### src/rtl/b64e_pkg.sv
package b64e_pkg;

	localparam int TERM_MAX_BYTES_DEF = 4;
	localparam int QUEUE_DEPTH = 4;
	localparam logic [7:0] PAD_CHAR = 8'h3D;

	typedef enum logic [1:0] {
		REG_MAX_LINE   = 2'd0,
		REG_TERM_BYTES = 2'd1,
		REG_TERM_LEN   = 2'd2
	} cfg_reg_t;

	// One queued job: optional terminator, optional group, optional closing terminator.
	typedef struct packed {
		logic        pre;
		logic        grp;
		logic        post;
		logic [1:0]  pads;
		logic [23:0] bytes;
	} job_t;

	function automatic logic [7:0] b64_char(input logic [5:0] v);
		logic [7:0] w;
		w = {2'b00, v};
		if (v < 6'd26) begin
			return w + 8'd65;
		end else if (v < 6'd52) begin
			return w + 8'd71;
		end else if (v < 6'd62) begin
			return w - 8'd4;
		end else if (v == 6'd62) begin
			return 8'h2B;
		end else begin
			return 8'h2F;
		end
	endfunction

	function automatic logic [7:0] term_byte(input logic [31:0] t, input logic [2:0] i);
		logic [7:0] r;
		r = 8'h00;
		if (!i[2]) begin
			r = t[{i[1:0], 3'b000} +: 8];
		end
		return r;
	endfunction

endpackage

### src/rtl/b64e_front.sv
module b64e_front import b64e_pkg::*; (
	input  logic        clk,
	input  logic        arst_n,
	input  logic        s_tvalid,
	output logic        s_tready,
	input  logic [7:0]  data_byte,
	input  logic        has_byte,
	input  logic        flush,
	input  logic [9:0]  max_line_length,
	input  logic        tlen_nz,
	input  logic        q_full,
	output logic        push,
	output job_t        push_job
);

	logic [1:0]  gc_q;
	logic [10:0] lc_q;
	logic [7:0]  grp_q [3];

	logic [1:0]  gc_n;
	logic [1:0]  gc_next;
	logic [10:0] lc_n;
	logic [7:0]  b [3];
	logic        wrap;
	logic        line_full;
	logic        accept;

	assign s_tready = !q_full;
	assign accept   = s_tvalid && s_tready;
	assign wrap      = max_line_length != 10'd0;
	assign line_full = wrap && (lc_q >= {1'b0, max_line_length});

	always_comb begin
		gc_n = gc_q + {1'b0, has_byte};
		b = grp_q;
		if (has_byte) begin
			b[gc_q] = data_byte;
		end
		push_job = '0;
		gc_next = gc_n;
		lc_n = lc_q;
		if (gc_n == 2'd3) begin
			push_job.grp   = 1'b1;
			push_job.pre   = line_full && tlen_nz;
			push_job.bytes = {b[2], b[1], b[0]};
			gc_next = 2'd0;
			if (line_full) begin
				lc_n = 11'd0;
			end
			if (wrap) begin
				lc_n = lc_n + 11'd4;
			end
		end else if (flush && gc_n != 2'd0) begin
			push_job.grp   = 1'b1;
			push_job.pre   = line_full && tlen_nz;
			push_job.pads  = 2'd3 - gc_n;
			push_job.bytes = {8'h00, (gc_n == 2'd2) ? b[1] : 8'h00, b[0]};
			gc_next = 2'd0;
		end
		if (flush) begin
			push_job.post = wrap && tlen_nz;
			lc_n = 11'd0;
		end
		push = accept && (push_job.grp || push_job.post);
	end

	always_ff @(posedge clk or negedge arst_n) begin
		if (!arst_n) begin
			gc_q <= 2'd0;
			lc_q <= 11'd0;
		end else if (accept) begin
			gc_q <= gc_next;
			lc_q <= lc_n;
		end
	end

	always_ff @(posedge clk) begin
		if (accept && has_byte) begin
			grp_q[gc_q] <= data_byte;
		end
	end

	a_gc_range: assert property (@(posedge clk) disable iff (!arst_n) gc_q != 2'd3)
		else $error("Group count reached three between requests.");
	a_pre_grp: assert property (@(posedge clk) disable iff (!arst_n)
		push |-> (push_job.grp || !push_job.pre))
		else $error("Leading terminator queued without a group.");
	a_no_push_full: assert property (@(posedge clk) disable iff (!arst_n) push |-> !q_full)
		else $error("Job pushed into a full queue.");

endmodule

### src/rtl/b64e_fifo.sv
module b64e_fifo import b64e_pkg::*; (
	input  logic clk,
	input  logic arst_n,
	input  logic push,
	input  job_t push_job,
	output logic full,
	output logic q_valid,
	input  logic pop,
	output job_t q_job
);

	localparam int AW = (QUEUE_DEPTH > 1) ? $clog2(QUEUE_DEPTH) : 1;
	localparam int CW = $clog2(QUEUE_DEPTH + 1);

	job_t          mem_q [QUEUE_DEPTH];
	logic [AW-1:0] wr_q;
	logic [AW-1:0] rd_q;
	logic [CW-1:0] count_q;

	assign full    = count_q == CW'(QUEUE_DEPTH);
	assign q_valid = count_q != '0;
	assign q_job   = mem_q[rd_q];

	always_ff @(posedge clk or negedge arst_n) begin
		if (!arst_n) begin
			wr_q    <= '0;
			rd_q    <= '0;
			count_q <= '0;
		end else begin
			if (push) begin
				wr_q <= (wr_q == AW'(QUEUE_DEPTH - 1)) ? '0 : wr_q + 1'b1;
			end
			if (pop) begin
				rd_q <= (rd_q == AW'(QUEUE_DEPTH - 1)) ? '0 : rd_q + 1'b1;
			end
			if (push && !pop) begin
				count_q <= count_q + 1'b1;
			end else if (pop && !push) begin
				count_q <= count_q - 1'b1;
			end
		end
	end

	always_ff @(posedge clk) begin
		if (push) begin
			mem_q[wr_q] <= push_job;
		end
	end

	a_count: assert property (@(posedge clk) disable iff (!arst_n)
		count_q <= CW'(QUEUE_DEPTH))
		else $error("Queue count exceeds its depth.");
	a_pop_empty: assert property (@(posedge clk) disable iff (!arst_n) pop |-> q_valid)
		else $error("Pop from an empty queue.");
	a_ptr_step: assert property (@(posedge clk) disable iff (!arst_n)
		(push && !pop && !full) |=> count_q == $past(count_q) + 1'b1)
		else $error("Queue count did not follow a push.");

endmodule

### src/rtl/b64e_back.sv
module b64e_back import b64e_pkg::*; #(
	parameter int TERM_MAX_BYTES = TERM_MAX_BYTES_DEF,
	parameter int LEN_W = $clog2(TERM_MAX_BYTES + 1)
) (
	input  logic             clk,
	input  logic             arst_n,
	input  logic             q_valid,
	input  job_t             q_job,
	output logic             pop,
	input  logic [31:0]      terminator_bytes,
	input  logic [LEN_W-1:0] tlen,
	output logic             m_tvalid,
	input  logic             m_tready,
	output logic [7:0]       out_char,
	output logic             last
);

	localparam int CNT_W = (LEN_W > 2) ? LEN_W : 2;

	typedef enum logic [2:0] {
		PH_PRE  = 3'b001,
		PH_GRP  = 3'b010,
		PH_POST = 3'b100
	} phase_t;

	logic             busy_q;
	job_t             job_q;
	phase_t           phase_q;
	logic [CNT_W-1:0] cnt_q;
	logic             m_tvalid_q;
	logic [7:0]       m_tdata_q;
	logic             m_tlast_q;

	logic             advance;
	logic             phase_end;
	logic             job_done;
	phase_t           phase_next;
	logic [7:0]       ch;
	logic [5:0]       sextet;
	logic [7:0]       b0, b1, b2;
	phase_t           first_phase;

	assign advance = busy_q && (!m_tvalid_q || m_tready);
	assign {b2, b1, b0} = job_q.bytes;
	assign first_phase = q_job.pre ? PH_PRE : (q_job.grp ? PH_GRP : PH_POST);

	always_comb begin
		phase_end  = 1'b0;
		job_done   = 1'b0;
		phase_next = phase_q;
		ch         = 8'h00;
		unique case (cnt_q[1:0])
			2'd0: sextet = b0[7:2];
			2'd1: sextet = {b0[1:0], b1[7:4]};
			2'd2: sextet = {b1[3:0], b2[7:6]};
			default: sextet = b2[5:0];
		endcase
		unique case (phase_q)
			PH_PRE: begin
				ch = term_byte(terminator_bytes, 3'(cnt_q));
				phase_end = (cnt_q + 1'b1) == CNT_W'(tlen);
				phase_next = PH_GRP;
			end
			PH_GRP: begin
				ch = b64_char(sextet);
				if ((3'(cnt_q[1:0]) + 3'(job_q.pads)) >= 3'd4) begin
					ch = PAD_CHAR;
				end
				phase_end = cnt_q[1:0] == 2'd3;
				phase_next = PH_POST;
				job_done = !job_q.post;
			end
			PH_POST: begin
				ch = term_byte(terminator_bytes, 3'(cnt_q));
				phase_end = (cnt_q + 1'b1) == CNT_W'(tlen);
				job_done = 1'b1;
			end
			default: begin
				phase_end = 1'b1;
				job_done = 1'b1;
			end
		endcase
		job_done = job_done && phase_end;
	end

	assign pop = q_valid && (!busy_q || (advance && job_done));

	always_ff @(posedge clk or negedge arst_n) begin
		if (!arst_n) begin
			busy_q     <= 1'b0;
			phase_q    <= PH_PRE;
			cnt_q      <= '0;
			m_tvalid_q <= 1'b0;
		end else begin
			if (pop) begin
				busy_q  <= 1'b1;
				phase_q <= first_phase;
				cnt_q   <= '0;
			end else if (advance) begin
				if (job_done) begin
					busy_q <= 1'b0;
				end else if (phase_end) begin
					phase_q <= phase_next;
					cnt_q   <= '0;
				end else begin
					cnt_q <= cnt_q + 1'b1;
				end
			end
			if (advance) begin
				m_tvalid_q <= 1'b1;
			end else if (m_tready) begin
				m_tvalid_q <= 1'b0;
			end
		end
	end

	always_ff @(posedge clk) begin
		if (pop) begin
			job_q <= q_job;
		end
		if (advance) begin
			m_tdata_q <= ch;
			m_tlast_q <= job_done;
		end
	end

	assign m_tvalid = m_tvalid_q;
	assign out_char = m_tdata_q;
	assign last     = m_tlast_q;

	a_phase_onehot: assert property (@(posedge clk) disable iff (!arst_n) $onehot(phase_q))
		else $error("Phase register is not one-hot.");
	a_pre_has_grp: assert property (@(posedge clk) disable iff (!arst_n)
		(busy_q && phase_q == PH_PRE) |-> job_q.grp)
		else $error("Leading terminator without a following group.");
	a_grp_cnt: assert property (@(posedge clk) disable iff (!arst_n)
		(busy_q && phase_q == PH_GRP) |-> cnt_q < CNT_W'(4))
		else $error("Group character index out of range.");
	a_term_cnt: assert property (@(posedge clk) disable iff (!arst_n)
		(busy_q && (phase_q == PH_PRE || phase_q == PH_POST)) |-> cnt_q < CNT_W'(tlen))
		else $error("Terminator byte index out of range.");

endmodule

### src/rtl/base64_stream_encoder_line_wrap.sv
// An accepted item passes the job queue and the back end job register before its first
// character is registered in the output stage. Throughput: one output character per cycle
// while m_tready is high; an item is accepted every cycle while the four-entry job queue has
// room, so the output port (up to 2*TERM_MAX_BYTES+4 characters per item) sets the sustained rate.
// Reset: arst_n clears the group and line counts, the queue and the output stage at once,
// and loads the register defaults (no wrapping, CR LF terminator of two bytes).
module base64_stream_encoder_line_wrap import b64e_pkg::*; #(
	parameter int TERM_MAX_BYTES = TERM_MAX_BYTES_DEF
) (
	input  logic        clk,
	input  logic        arst_n,
	input  logic        cfg_we,
	input  logic [1:0]  cfg_index,
	input  logic [31:0] cfg_data,
	input  logic        s_tvalid,
	output logic        s_tready,
	input  logic [7:0]  s_tdata,  // data_byte
	input  logic        s_tuser,  // has_byte
	input  logic        s_tlast,  // flush
	output logic        m_tvalid,
	input  logic        m_tready,
	output logic [7:0]  m_tdata,  // out_char
	output logic        m_tlast   // last
);

	localparam int LEN_W = $clog2(TERM_MAX_BYTES + 1);

	logic [9:0]       max_line_q;
	logic [31:0]      term_bytes_q;
	logic [2:0]       term_len_q;
	logic [LEN_W-1:0] tlen_eff;

	logic q_full;
	logic push;
	job_t push_job;
	logic q_valid;
	logic pop;
	job_t q_job;

	always_ff @(posedge clk or negedge arst_n) begin
		if (!arst_n) begin
			max_line_q   <= 10'd0;
			term_bytes_q <= 32'h0000_0A0D;
			term_len_q   <= 3'd2;
		end else if (cfg_we) begin
			unique case (cfg_index)
				REG_MAX_LINE:   max_line_q   <= cfg_data[9:0];
				REG_TERM_BYTES: term_bytes_q <= cfg_data;
				REG_TERM_LEN:   term_len_q   <= cfg_data[2:0];
				default: ;
			endcase
		end
	end

	assign tlen_eff = (int'(term_len_q) > TERM_MAX_BYTES) ? LEN_W'(TERM_MAX_BYTES)
	                                                      : LEN_W'(term_len_q);

	b64e_front u_front (
		.clk             (clk),
		.arst_n          (arst_n),
		.s_tvalid        (s_tvalid),
		.s_tready        (s_tready),
		.data_byte       (s_tdata),
		.has_byte        (s_tuser),
		.flush           (s_tlast),
		.max_line_length (max_line_q),
		.tlen_nz         (tlen_eff != '0),
		.q_full          (q_full),
		.push            (push),
		.push_job        (push_job)
	);

	b64e_fifo u_fifo (
		.clk      (clk),
		.arst_n   (arst_n),
		.push     (push),
		.push_job (push_job),
		.full     (q_full),
		.q_valid  (q_valid),
		.pop      (pop),
		.q_job    (q_job)
	);

	b64e_back #(
		.TERM_MAX_BYTES (TERM_MAX_BYTES),
		.LEN_W          (LEN_W)
	) u_back (
		.clk              (clk),
		.arst_n           (arst_n),
		.q_valid          (q_valid),
		.q_job            (q_job),
		.pop              (pop),
		.terminator_bytes (term_bytes_q),
		.tlen             (tlen_eff),
		.m_tvalid         (m_tvalid),
		.m_tready         (m_tready),
		.out_char         (m_tdata),
		.last             (m_tlast)
	);

endmodule

### config.mk
export PLATFORM = sky130hd
export DESIGN_NAME = base64_stream_encoder_line_wrap
export DESIGN_NICKNAME = d
export VERILOG_FILES = /design/src/rtl/b64e_pkg.sv /design/src/rtl/b64e_front.sv /design/src/rtl/b64e_fifo.sv /design/src/rtl/b64e_back.sv /design/src/rtl/base64_stream_encoder_line_wrap.sv
export SDC_FILE = /design/constraint.sdc
export NUM_CORES = 1
export LEC_CHECK = 0
export BUFFER_PORTS_ARGS = -buffer_cell sky130_fd_sc_hd__buf_2
export CAP_MARGIN = 20
export CORE_MARGIN = 4
export CORE_UTILIZATION = 46
export DETAILED_ROUTE_END_ITERATION = 8
export SYNTH_ARGS = -nofsm -noshare
export SYNTH_HDL_FRONTEND = slang
export SYNTH_SLANG_ARGS = --single-unit
### constraint.sdc
create_clock -name clk -period 4.3 [get_ports clk]
set_clock_uncertainty 0.05 [all_clocks]
set_input_delay 0.43 -clock clk [delete_from_list [all_inputs] [get_ports clk]]
set_output_delay 0.43 -clock clk [all_outputs]
set_load 0.01 [all_outputs]
==> results of run 1 <==
-- worst max-delay path by stage --
| stage | slack (ps) | cells past startpoint | endpoint | from |
|---|---|---|---|---|
| floorplan | 1040 | 13 | u_back.out_char[2] | u_back.cnt_q[0] |
| global placement | 1070 | 11 | u_back.out_char[2] | u_back.cnt_q[0] |
| detailed placement | 880 | 11 | u_back.out_char[2] | u_back.cnt_q[0] |
| CTS | 880 | 11 | u_back.out_char[2] | u_back.cnt_q[0] |
| global route | 520 | 11 | u_back.out_char[3] | u_back.cnt_q[0] |
| finish | 800 | 11 | u_back.out_char[2] | u_back.cnt_q[0] |
-- worst max-delay path: cells and delay by family (launching register included) --
kind            cells  cell delay [ps]
compound gates      6             1190
fa+ha+maj           2              740
buf+inv             1              120
mux                 1              490
simple gates        1              250
flops               1              420
-- per-layer routing --
metal	part of all wire [%]	routed length (µm)	global-route usage, %	vias to the layer above
met3	3.7	822	2.48	42
met4	2.4	528	4.38	0
met1	47	10600	25.4	3192
met5	0	0	0	-
li1	-	-	-	3007
met2	47	10500	26.6	138
-- cell families (layout without fill, tap and decap cells) --
| kind of cell | Yosys count | count (layout) | synth area share [%] |
|---|---|---|---|
| AOI/OAI and AO/OA | 103 | 103 | 6.44 |
| xor gates and xnor gates | 10 | 10 | 0.848 |
| buffers and inverters | 62 | 155 | 2.23 |
| adders and majority gates | 28 | 28 | 3.19 |
| and+or+nand+nor | 151 | 151 | 6.66 |
| DFF | 247 | 247 | 63.0 |
| muxes | 141 | 141 | 17.6 |
-- state kept, by name (all words and copies together), names as in the netlist, 8 cells and up --
name / count
u_back.out_char: 8
u_front.lc_q: 9
u_back.b2: 8
u_back.b1: 8
max_line_q: 10
u_front.grp_q: 24
u_back.b0: 8
u_fifo.mem_q: 116
term_bytes_q: 32
-- cells in the final DEF (no fill, tap or decap), types with 12 or more instances in the layout --
master	n
a21oi_1	13
buf_2	59
buf_4	12
clkbuf_16	27
dfrtp_1	63
edfxtp_1	176
ha_1	27
inv_1	31
mux2_2	71
mux2i_1	31
mux4_2	37
nand2_1	42
nor2_1	41
o21ai_0	29
-- per-stage QoR --
step	utilization [%]	hold slack, ps
6_report	54.1	-3.61
5_1_grt	54.1	69.2
4_1_cts	54.0	20.6
3_5_place_dp	50.0	439
3_3_place_gp	50.0	434
2_1_floorplan	-	84.4
-- layout make-up --
type / instances / area, µm² / share of cell area [%]
clock buffers: 30 / 687 / 5.34
well taps: 319 / 399 / 3.10
inverters: 32 / 123 / 0.953
repair buffers: 73 / 420 / 3.27
flip-flops and latches: 247 / 7070 / 55.0
multi-input cells: 433 / 3890 / 30.3
clock inverters: 20 / 265 / 2.06
-- report_power, final --
group          total, W  internal (W)  switching [W]
Sequential      0.00371       0.00339       0.000326
Combinational   0.00295       0.00127        0.00168
Clock           0.00244       0.00152       0.000929
Total           0.00911       0.00618        0.00294
==> results.sh, run 1 <==
export IMPL_fin_area_mm2=0.0129
export IMPL_dieArea_mm2=0.0269
export IMPL_dr_first_iter_drc_count=438
export IMPL_grt_ovfl_total=0
export IMPL_slew_violations=0
export IMPL_ant_nets=0
export IMPL_synthTopCellsByCount="edfxtp_1 (176), mux2_2 (71), dfrtp_1 (64), nand2_1 (42), nor2_1 (41)"
export IMPL_slowest_stage="a221oi_1"
export IMPL_rsz0062_at_grt="no"
export IMPL_finalHoldViolations=2
export IMPL_final_cells=1154
export IMPL_die_w_um=164
export IMPL_reg2reg_depth=11
export IMPL_cts_sinks=247
export IMPL_grt_pass1_vias=6606
export IMPL_hold_path_class="in -> async"
export IMPL_cts_buffer_depth=3
export IMPL_powerDensity_mw_per_mm2=709
export IMPL_numPortBuffers=59
export IMPL_synth_nets=819
export IMPL_drt_pass1_iter_count=6
export IMPL_synth_avg_cell_area_um2=15.1
export IMPL_start_util_pct=47.2
export IMPL_worstSetupPathType="reg -> reg"
export IMPL_cp_max_fo=9
export IMPL_place_congestion=0.847
export IMPL_ys_types=67
export IMPL_post_dp_hpwl_mm=15.7
export IMPL_yosys_area_top_type="edfxtp_1"
export IMPL_wl_mm=22.5
export IMPL_gr_usage_all_layers_pct=17.1
export IMPL_startpoint_type="flip-flop"
export IMPL_cap_violations=0
export IMPL_fin_setup_tns_ps=0
export IMPL_worst_setup_path_end_kind="flip-flop"
export IMPL_async_flop_share_pct=28.7
export IMPL_yosysMostFrequentCell="edfxtp_1"
export IMPL_cts_root_buf="clkbuf_16"
export IMPL_synth_ff_type="edfxtp_1"
export IMPL_synth_top_area_share_pct=47.1
export IMPL_worstMarginPinSlew_ps=937
export IMPL_grt_pass1_wl_mm=36.4
export IMPL_whs_ps=-3.61
export IMPL_area_growth_pct=14.7
export IMPL_ios=60
export IMPL_violations="hold timing"
export IMPL_max_vdd_ir_drop_v=0.000354
export IMPL_p_leak_nw=4.86
export IMPL_max_stage_delay_ps=510
export IMPL_worst_r2r_endpoint="u_back.out_char[2]"
export IMPL_fill_cells=1928
export IMPL_grt_max_degree=43
export IMPL_synth_area_top_cells="edfxtp_1 (47%), dfrtp_1 (14%), mux4_2 (7.4%)"
export IMPL_wl_per_cell_um=19.5
export IMPL_dp_slack_ps=876
export IMPL_die_h_um=164
export IMPL_netlist_area_mm2=0.0112
export IMPL_hold_buffers=0
export IMPL_drive_gt1_share_pct=29.3
export IMPL_cts_buffers=27
export IMPL_cts_resized=0
export IMPL_power_w=0.00911
export IMPL_relSlewSlack_pct=37.5
export IMPL_arrival_ps=3720
export IMPL_seq_area_frac_synth_pct=63.0
export IMPL_crit_required_ps=4520
export IMPL_design_core_area_mm2=0.0238
export IMPL_viasPerCell=5.53
export IMPL_outcome="finished, violations left"
export IMPL_fin_ws_ps=798
export IMPL_period_share_pct=81.4
export IMPL_post_cts_setup_buffers=0
export IMPL_regToRegStartpoint="u_back.cnt_q[0]"
export IMPL_clock_fmax_mhz=286
export IMPL_path_clk_slew_ps=60
export IMPL_cts_tree="done"
export IMPL_antenna_found_initial=0
export IMPL_final_nets=891
export IMPL_synth_edf_count=176
export IMPL_r2r_slack_ps=800
export IMPL_numPlacedInstances=1102
export IMPL_rows=56
export IMPL_finalCriticalPeriod_ps=3500
export IMPL_crit_path_cell_trace="inv_1, ha_1, a222oi_1, mux2i_1, ha_1, a211oi_1, a221oi_1, and2_1, o21ai_0, a211oi_1, o21ai_0"
export IMPL_dpl_cell_area_mm2=0.0119
export IMPL_synth_cells=742
export IMPL_ys_ff_latch=247
export IMPL_finalSetupViolCount=0
export IMPL_antenna_cells=0
export IMPL_cts_max_level=1
export IMPL_synth_warnings=0
export IMPL_worstSkewPairLatency_ps=520
export IMPL_drc_errors=0
export IMPL_num_vias=6379
Note: power is estimated with default switching activity, not from simulation.
==> run 2, diff against run 1 <==
--- a/config.mk
+++ b/config.mk
@@ -5,6 +5,7 @@
 export SDC_FILE = /design/constraint.sdc
 export NUM_CORES = 1
 export LEC_CHECK = 0
+export ABC_AREA = 1
 export BUFFER_PORTS_ARGS = -buffer_cell sky130_fd_sc_hd__buf_2
 export CAP_MARGIN = 20
 export CORE_MARGIN = 4
==> constraint.sdc (replaced) <==
create_clock -name clk -period 3.3 [get_ports clk]
set_clock_uncertainty 0.05 [all_clocks]
set_input_delay 0.33 -clock clk [delete_from_list [all_inputs] [get_ports clk]]
set_output_delay 0.33 -clock clk [all_outputs]
set_load 0.01 [all_outputs]
==> run 2 against run 1 <==
The run now ends clean. Register-to-register slack got worse by 280 ps. Via count rose by 20%. Cell count rose by 32%. Critical path depth rose by 7. Synthesized area rose by 1.3%. Largest cell class unchanged.
==> results.sh, run 2 <==
export IMPL_outcome="finished clean"
export IMPL_synth_mux_area_share_pct=2.28
export IMPL_antenna_found_initial=0
export IMPL_powerDensity_mw_per_mm2=895
export IMPL_ys_types=49
export IMPL_final_common_cell="nand2_1"
export IMPL_post_dp_hpwl_mm=15.8
export IMPL_rsz0062_at_grt="no"
export IMPL_worstSetupPathType="reg -> reg"
export IMPL_synth_edf_count=176
export IMPL_cp_max_fo=18
export IMPL_cts_root_buf="clkbuf_16"
export IMPL_finalHoldViolations=0
export IMPL_fin_ws_ps=515
export IMPL_synth_nets=1160
export IMPL_synthAdderAreaFrac_pct=3.15
export IMPL_slew_violations=0
export IMPL_yosysMostFrequentCell="nand2_1"
export IMPL_ys_ff_latch=247
export IMPL_antenna_cells=0
export IMPL_crit_required_ps=3530
export IMPL_largest_register="u_fifo.mem_q"
export IMPL_max_stage_delay_ps=410
export IMPL_dr_first_iter_drc_count=595
export IMPL_ios=60
export IMPL_largestRegisters="u_fifo.mem_q x116, term_bytes_q x32, u_front.grp_q x24"
export IMPL_reg2reg_depth=18
export IMPL_finalCriticalPeriod_ps=2780
export IMPL_startpoint="u_back.cnt_q[0]"
export IMPL_yosys_area_top_type="edfxtp_1"
export IMPL_cts_sinks=247
export IMPL_final_nets=1256
export IMPL_worstMarginPinSlew_ps=947
export IMPL_synthTopCellsByCount="nand2_1 (198), edfxtp_1 (176), nor2_1 (143), o21ai_0 (135), inv_1 (94)"
export IMPL_seq_area_frac_synth_pct=62.2
export IMPL_gr_usage_all_layers_pct=17.4
export IMPL_grt_max_degree=72
export IMPL_wl_per_cell_um=15.5
export IMPL_whs_ps=25.4
export IMPL_fin_setup_tns_ps=0
export IMPL_numPortBuffers=59
export IMPL_period_share_pct=84.4
export IMPL_arrival_ps=3010
export IMPL_viasPerCell=5.02
export IMPL_p_leak_nw=5.49
export IMPL_worstSkewPairLatency_ps=540
export IMPL_wl_mm=23.6
export IMPL_worst_setup_path_end_kind="flip-flop"
export IMPL_crit_path_cell_trace="inv_1, buf_4, ha_1, nand2_1, nand2_1, nor2_1, nor2_4, inv_2, ha_1, inv_1, a21oi_1, inv_1, xor2_1, o21ai_1, nand2_1, nand3_1, nand2_1, nand2_1"
export IMPL_fill_cells=2133
export IMPL_max_vdd_ir_drop_v=0.000492
export IMPL_synth_simple_area_share_pct=15.3
export IMPL_synth_cells=1083
export IMPL_start_util_pct=46.7
export IMPL_clock_fmax_mhz=359
export IMPL_startpoint_type="flip-flop"
export IMPL_rows=57
export IMPL_cts_resized=0
export IMPL_synth_area_top_cells="edfxtp_1 (46%), dfrtp_1 (14%), nand2_1 (6.5%)"
export IMPL_design_core_area_mm2=0.0243
export IMPL_cts_buffer_depth=3
export IMPL_hold_end="term_bytes_q[9]"
export IMPL_post_cts_setup_buffers=0
export IMPL_cts_tree="done"
export IMPL_hold_path_class="in -> reg"
export IMPL_synth_warnings=0
export IMPL_drt_pass1_iter_count=6
export IMPL_synth_ff_type="edfxtp_1"
export IMPL_regToRegStartpoint="u_back.cnt_q[0]"
export IMPL_worstHoldStart="cfg_data[9]"
export IMPL_final_cell_mix="nand2_1 (198), edfxtp_1 (176), nor2_1 (138)"
export IMPL_grt_pass1_wl_mm=37.9
export IMPL_synth_top_family_by_area="simple AND/OR/NAND/NOR gates"
export IMPL_synth_xor_area_share_pct=0.771
export IMPL_grt_pass1_vias=7209
export IMPL_dieArea_mm2=0.0273
export IMPL_area_growth_pct=16.8
export IMPL_drc_errors=0
export IMPL_finalSetupViolCount=0
export IMPL_cap_violations=0
export IMPL_path_clk_slew_ps=60
export IMPL_die_h_um=165
export IMPL_cts_buffers=27
export IMPL_synth_top_area_share_pct=46.5
export IMPL_drive_gt1_share_pct=16.3
export IMPL_slowest_stage="dfrtp_1"
export IMPL_worst_r2r_endpoint="u_back.out_char[4]"
export IMPL_cts_max_level=1
export IMPL_grt_ovfl_total=0
export IMPL_r2r_slack_ps=520
export IMPL_synth_avg_cell_area_um2=10.5
export IMPL_place_congestion=0.816
export IMPL_dp_slack_ps=405
export IMPL_netlist_area_mm2=0.0114
export IMPL_synth_compound_area_share_pct=11.5
export IMPL_hold_path_depth=3
export IMPL_async_flop_share_pct=28.7
export IMPL_die_w_um=165
export IMPL_path_common_cell="nand2_1"
export IMPL_num_vias=7647
export IMPL_relSlewSlack_pct=36.8
export IMPL_ant_nets=0
export IMPL_largest_reg_flops=116
==> run 2: cell types whose count changed after synthesis, moves of 19 or more <==
cell | before | now
clkbuf_1 | 13 | 32
inv_1 | 31 | 94
mux2_2 | 71 | 23
mux2i_1 | 31 | 0
mux4_2 | 37 | 0
nand2_1 | 42 | 198
nand3_1 | 5 | 32
nor2_1 | 41 | 143
o21ai_0 | 29 | 135
o22ai_1 | 0 | 36
==> run 2: worst max path at each step <==
| stage | endpoint | slack [ps] | cells past startpoint |
|---|---|---|---|
| 2_1_floorplan | u_fifo.mem_q[3][0] | 190 | 9 |
| 5_1_grt | u_back.out_char[4] | 200 | 18 |
| 6_report | u_back.out_char[4] | 520 | 18 |
| 4_1_cts | u_back.out_char[4] | 490 | 18 |
| 3_3_place_gp | u_fifo.count_q[2] | 430 | 14 |
| 3_5_place_dp | u_fifo.count_q[2] | 400 | 14 |
==> run 2: worst max-delay path: cells and delay by family (launching register included) <==
family                   cells  cell delay (ps)
buffers and inverters        5              610
flip-flops                   1              410
AND/OR/NAND/NOR              8              660
adder cells (fa/ha/maj)      2              530
XOR/XNOR                     1              140
AO/OA/AOI/OAI                2              150
==> run 2: repair_timing <==
action,4_1_cts,5_1_grt
setup endpoints to repair,0,0
hold buffers,24,0
endpoints found under the hold margin,75,0
==> run 2: power breakdown <==
group | internal (W) | switching (W)
registers | 0.00438 | 0.000291
logic | 0.00139 | 0.00281
clock network | 0.00182 | 0.00120
==> run 2: final cells by class <==
cell class | count | area, µm² | area share [%]
clock buffers | 36 | 739 | 5.57
clock inverters | 14 | 164 | 1.24
inverters | 100 | 375 | 2.83
multi-input cells | 697 | 3760 | 28.4
flip-flops and latches | 247 | 7070 | 53.3
well taps | 324 | 405 | 3.05
repair buffers | 106 | 753 | 5.68
==> run 2: kinds of logic after synthesis <==
kind of cell	count (synthesis)
buf+inv	139
fa+ha+maj	28
xor+xnor	10
simple gates	414
flops	247
compound gates	222
mux	23
==> run 2: metrics by stage <==
| stage | std cells | total power, W | utilization, % | area (µm²) |
|---|---|---|---|---|
| finish | 1524 | 0.0119 | 54.6 | 13300 |
| floorplan | 1083 | 0.00770 | - | 11400 |
| CTS | 1523 | 0.0120 | 54.5 | 13200 |
| global placement | 1449 | 0.00887 | 49.8 | 12100 |
| detailed placement | 1449 | 0.00893 | 49.8 | 12100 |
| global route | 1524 | 0.0127 | 54.6 | 13300 |
==> run 2: metal layers <==
metal	part of all wire [%]	GRT usage, %	up-vias	routed length (µm)
li1	-	-	3930	-
met1	50	25.8	3584	11800
met2	45	27.4	103	10600
met3	3.5	2.58	30	827
met4	1.6	3.55	0	377
met5	0	0	-	0
